`src/olist_pkg.sv`:
```
// Package for the ordered list engine: request codes, status codes,
// field widths and the command word that the top level hands to every cell.
// No dependencies.
`default_nettype none

package olist_pkg;

	// Field widths of the stream words.
	localparam int DATA_W = 32;
	localparam int POS_W  = 6;
	localparam int LEN_W  = 7;
	localparam int ACT_W  = 3;
	localparam int STAT_W = 2;

	// Data answered by a get whose index is out of range.
	localparam logic [DATA_W-1:0] ERR_DATA = '1;

	// Request codes carried in the slave-side tuser.
	typedef enum logic [ACT_W-1:0] {
		ACT_APPEND     = 3'd0,
		ACT_CONTAINS   = 3'd1,
		ACT_CLEAR      = 3'd2,
		ACT_GET        = 3'd3,
		ACT_REMOVE_AT  = 3'd4,
		ACT_REMOVE_VAL = 3'd5
	} action_t;

	// Status codes returned with each result.
	typedef enum logic [STAT_W-1:0] {
		ST_OK    = 2'd0,
		ST_FULL  = 2'd1,
		ST_RANGE = 2'd2
	} status_t;

	// Command broadcast to the row of cells for one accepted request.
	typedef struct packed {
		logic              app_en;  // append that fits
		logic              rmi_en;  // remove at index that is in range
		logic              rmv_en;  // remove value request
		logic [DATA_W-1:0] value;
		logic [POS_W-1:0]  pos;
	} cell_cmd_t;

endpackage

`default_nettype wire

```
`src/olist_cell.sv`:
```
// One storage cell of the list: holds one entry, loads it on append,
// takes its right neighbor's entry when a gap closes, and joins the match chain.
// Depends on olist_pkg.
`default_nettype none

module olist_cell #(
	parameter int CAPACITY = 64,
	parameter int IDX      = 0
) (
	input  wire logic                              clk,
	input  wire olist_pkg::cell_cmd_t              cmd,
	input  wire logic [$clog2(CAPACITY+1)-1:0]     count,
	input  wire logic [olist_pkg::DATA_W-1:0]      next_entry,
	input  wire logic                              hit_in,
	output logic                                   hit_out,
	output logic [olist_pkg::DATA_W-1:0]           entry,
	output logic [olist_pkg::DATA_W-1:0]           rd
);

	localparam int CW = $clog2(CAPACITY + 1);
	localparam int XW = (CW > olist_pkg::POS_W) ? CW : olist_pkg::POS_W;
	localparam logic [XW-1:0] IDX_X = XW'(IDX);

	logic [olist_pkg::DATA_W-1:0] entry_q;
	logic                         valid;
	logic                         match;
	logic                         at_pos;
	logic                         write;
	logic                         shift;

	// Occupancy, value match and index decode for this cell.
	always_comb begin
		valid   = IDX_X < XW'(count);
		match   = valid && (entry_q == cmd.value);
		at_pos  = IDX_X == XW'(cmd.pos);
		hit_out = hit_in | match;
		rd      = at_pos ? entry_q : '0;
		write   = cmd.app_en && (IDX_X == XW'(count));
		shift   = (cmd.rmi_en && (IDX_X >= XW'(cmd.pos))) ||
		          (cmd.rmv_en && hit_out);
	end

	// Entry register: a new word on append, the neighbor's word when closing a gap.
	always_ff @(posedge clk) begin
		if (write) begin
			entry_q <= cmd.value;
		end else if (shift) begin
			entry_q <= next_entry;
		end
	end

	assign entry = entry_q;

endmodule

`default_nettype wire

```
`config.mk`:
```
export PLATFORM = sky130hd
export DESIGN_NAME = olist_cell
export DESIGN_NICKNAME = d
export VERILOG_FILES = /design/src/olist_pkg.sv /design/src/olist_cell.sv
export SDC_FILE = /design/constraint.sdc
export NUM_CORES = 1
export LEC_CHECK = 0
export BUFFER_PORTS_ARGS = -buffer_cell sky130_fd_sc_hd__buf_2
export CAP_MARGIN = 10
export CORE_ASPECT_RATIO = 0.5
export CORE_UTILIZATION = 40
export CTS_CLUSTER_DIAMETER = 60
export CTS_CLUSTER_SIZE = 12
export DETAILED_ROUTE_END_ITERATION = 7
export GPL_TIMING_DRIVEN = 0
export PLACE_DENSITY = 0.9
export SLEW_MARGIN = 40
export SYNTH_ARGS = -nofsm -noshare
export SYNTH_HDL_FRONTEND = slang
export SYNTH_SLANG_ARGS = --single-unit
```
`constraint.sdc`:
```
create_clock -name clk -period 6.35 [get_ports clk]
set_input_delay 0.9525 -clock clk [delete_from_list [all_inputs] [get_ports clk]]
set_output_delay 0.9525 -clock clk [all_outputs]
set_load 0.01 [all_outputs]
```
# After elaboration in Yosys (flattened, before gate mapping)
# Index checks and enable logic that the tools add are counted.
[totals]
reg_bits = 32
in_bits = 82
[classes]
order_cmp = 2
eq_ne = 1
mux = 3
reduce_logical = 8
bitwise = 1
[op_table]
columns = ["operator", "n"]
rows = [
  ["32-bit two-way mux", 3],
  ["32-bit equality test", 1],
  ["7-bit logical NOT", 1],
  ["1-bit by 7-bit less-than comparator with 1-bit output, first input constant", 1],
  ["1-bit by 6-bit greater-or-equal comparator with 1-bit output, first input constant", 1],
  ["6-bit logical NOT", 1],
  ["1-bit logical AND", 4],
  ["2-bit nonzero test", 1],
  ["1-bit logical OR", 1],
  ["1-bit bitwise OR", 1],
]

# Longest topological paths before layout
[depth]
word_depth = 7
ltp_mapped = 6

# Worst setup path before layout
# OpenSTA, ideal clock, no wires.
[synth_timing]
kind = "input to output"
from = "input port cmd[3] in the netlist's numbering"
to = "output port rd[10] in the netlist's numbering"
arrival_ns = 2.208
t_required_ns = 5.398
slack_ns = 3.189
n_path_buf = 1
path_stages = 4
cell_sequence = "or4_1 -> nor3_1 -> clkbuf_1 -> and2_1"
[synth_via]
elab_chain_len = 2
[synth_lines]
columns = ["item", "line_no", "source"]
rows = [
  ["start: declaration", "olist_cell.sv:11", "input wire olist_pkg::cell_cmd_t cmd,"],
  ["6-bit logical NOT", "olist_cell.sv:35", "at_pos = IDX_X == XW'(cmd.pos);"],
  ["32-bit two-way mux", "olist_cell.sv:37", "rd = at_pos ? entry_q : '0;"],
  ["end: declaration", "olist_cell.sv:17", "output logic [olist_pkg::DATA_W-1:0] rd"],
]
# Every way passes these cells.

# Worst setup path after layout
[layout_timing]
from = "input port cmd[3] in the netlist's numbering"
to = "output port rd[16] in the netlist's numbering"
# The elaborated chain is that of the path after synthesis.

==> impl_metrics.yaml <==
route:
  via_count: 1777
  avgViaCountPerCell: 4.69
  avgRoutedWirePerCell_um: 15.5
  first_pass_iters: 4
  drc: 0
  ant_nets: 0
  routed_wirelength_mm: 5.87
  drt_iter0_drc: 66
setup_path:
  critPathKind: "in -> out"
  critPathMostFrequentCell: "buf_2"
  cp.buffers_inverters: 3
  crit_chain: "buf_2, or4_1, nor3_1, clkbuf_1, and2_1, buf_2"
  slowest_stage: "or4_1"
  cpPeakStageDelay_ns: 0.50
  worstPathRequired_ns: 5.40
  cp_max_fo: 10
  start_kind: "input pin"
  critPathCaptureType: "primary output"
  critPathTopFamily: "simple AND/OR/NAND/NOR gates"
  worstPathArrival_ns: 2.80
floorplanning:
  die_y_um: 53.2
  start_util_pct: 42.2
  ioPinCount: 147
  die_w_um: 104
  core_mm2: 0.00498
  dieArea_mm2: 0.00556
  std_cell_rows: 18
placement:
  gp_routability_congestion: 0.809
  placed_cell_area_mm2: 0.00292
  portBuffers: 146
  detailed_place_hpwl_mm: 4.66
sta:
  clock_skew_ns: 0.00417
  period_needed_ns: 3.76
  drv_slew: 0
  relSlewSlack_pct: 50.8
  finalHoldViolations: 0
  rsz0062_at_grt: "no"
  setup_violations: 0
  min_period_over_period_pct: 59.2
  setup-tns-final_ns: 0
  tightest_slew_ns: 0.738
  fmax_ghz: 0.266
finish:
  multiInputGateArea_mm2: 0.00110
  regArea_um2: 961
  syn_to_final_growth_pct: 42.9
  nets: 390
  insertedDiodeCount: 0
  fin_area_mm2: 0.00300
  fillers: 412
  drive_above_1_share_pct: 62.5
  largest_register_ffs: 32
power_and_ir_drop:
  vdd_drop_max_mv: 0.0943
  p_per_area_mw_per_mm2: 173
  p_leak_nw: 1.54
clock_network:
  cts_tree: "done"
  clk_latency_ns: 0.28
  postCtsSetupBuffers: 0
  ctsResizeCount: 0
  cts.sinks: 32
  clk_pin_slew_ns: 0.07
  cts_made_buffers: 5
  clock_path_buffers: 2
  cts_max_level: 2
  cts_root_buf: "clkbuf_8"
  cts_hold_buf: 0
synthesis:
  synth_top_family_by_area: "multiplexers"
  syn_area_per_cell_um2: 13.6
  synth-adder-area-share_pct: 0
  postSynthCellCount: 155
  syn_nets: 237
  synth_top_area_share_pct: 45.7
  ys_warn_count: 0
  synthTopCellsByArea: "edfxtp_1, mux2_4, xor2_1"
  synth.distinct_cells: 19
  synthXorXnorAreaFrac_pct: 13.3
  seq_area_frac_synth_pct: 45.7
  syn-cell-area_mm2: 0.00210
  synth_simple_gate_area_share_pct: 16.1
  synth_seq_cells: 32
  synthMuxAreaShare_pct: 22.3
  synth_top_area_cell: "edfxtp_1"
  synth-compound-area-share_pct: 0.357
global_route:
  grt_pass1_vias: 1730
  grt_pass1_wl_mm: 8.42
  antenna_found_initial: 0
  grtUsageTotal_pct: 20.4
  grt_overflow: 0
  grt_max_degree: 33
run:
  drv_cap: 0
status:
  outcome: "finished, final reports clean"
min_path:
  hp-class: "in -> reg"
[through the flow]
| step | util [%] | cells | hold WS, ns | power [W] | setup slack [ns] |
|---|---|---|---|---|---|
| 2_1_floorplan | - | 155 | 1.17 | 0.000314 | 3.19 |
| 3_3_place_gp | 58.6 | 371 | 1.25 | 0.000365 | 2.62 |
| 3_5_place_dp | 58.7 | 371 | 1.26 | 0.000370 | 2.59 |
| 4_1_cts | 60.3 | 379 | 0.966 | 0.000520 | 2.59 |
| 5_1_grt | 60.3 | 379 | 0.965 | 0.000539 | 2.47 |
| 6_report | 60.3 | 379 | 0.971 | 0.000519 | 2.59 |
[cell usage after synthesis]
library cell,number
mux2_4,29
nor3_1,1
and2_1,32
or4_1,1
xor2_1,28
mux2_2,3
a21o_1,1
nand2_1,2
buf_6,3
or2_2,1
or4_4,1
nor4_4,1
xnor2_1,4
nand3_1,2
nand2_2,1
nand4_1,2
nor4_1,8
edfxtp_1,32
clkbuf_1,3
[power breakdown]
part	switching [W]	internal, W	leakage [nW]
clock network	0.0000788	0.0000744	0.0453
registers	0.0000131	0.000251	0.301
logic	0.0000466	0.0000550	1.20
total	0.000138	0.000381	1.54
[worst paths after layout]
check	start	to	slack, ns	depth (start not counted)
setup reg to reg	entry[22]$_DFFE_PP_	entry[5]$_DFFE_PP_	3.70	5
hold reg to reg	entry[16]$_DFFE_PP_	entry[2]$_DFFE_PP_	1.35	4
setup / recovery	cmd[3]	rd[16]	2.59	6
hold / removal	next_entry[25]	entry[25]$_DFFE_PP_	0.97	2
[kinds of logic after synthesis]
family | after synthesis
AOI/OAI and AO/OA | 1
xor gates and xnor gates | 32
buffers and inverters | 6
DFF | 32
muxes | 32
and+or+nand+nor | 52
[cell usage in the layout (no fill, tap or decap), types with 2 or more instances in the layout]
master      n
and2_1     32
buf_2     146
buf_6       3
clkbuf_1    3
clkbuf_8    5
clkinv_2    2
edfxtp_1   32
mux2_2      3
mux2_4     29
nand2_1     2
nand3_1     2
nand4_1     2
nor4_1      8
xnor2_1     4
xor2_1     28
[layout make-up]
type | instances | area share (%)
Buffer | 6 | 1.50
Clock buffer | 5 | 2.29
Clock inverter | 3 | 0.458
Multi-Input combinational cell | 117 | 36.5
Sequential cell | 32 | 32.0
Tap cell | 70 | 2.92
Timing Repair Buffer | 146 | 24.3
[routing by layer]
| metal | part of all wire, % | vias up | track usage, % |
|---|---|---|---|
| met5 | 0 | - | 0 |
| li1 | - | 863 | - |
| met1 | 39 | 871 | 23.1 |
| met3 | 3.2 | 6 | 3.45 |
| met4 | 0.78 | 0 | 7.14 |
| met2 | 57 | 37 | 40.1 |
(Power assumes the default switching activity.)
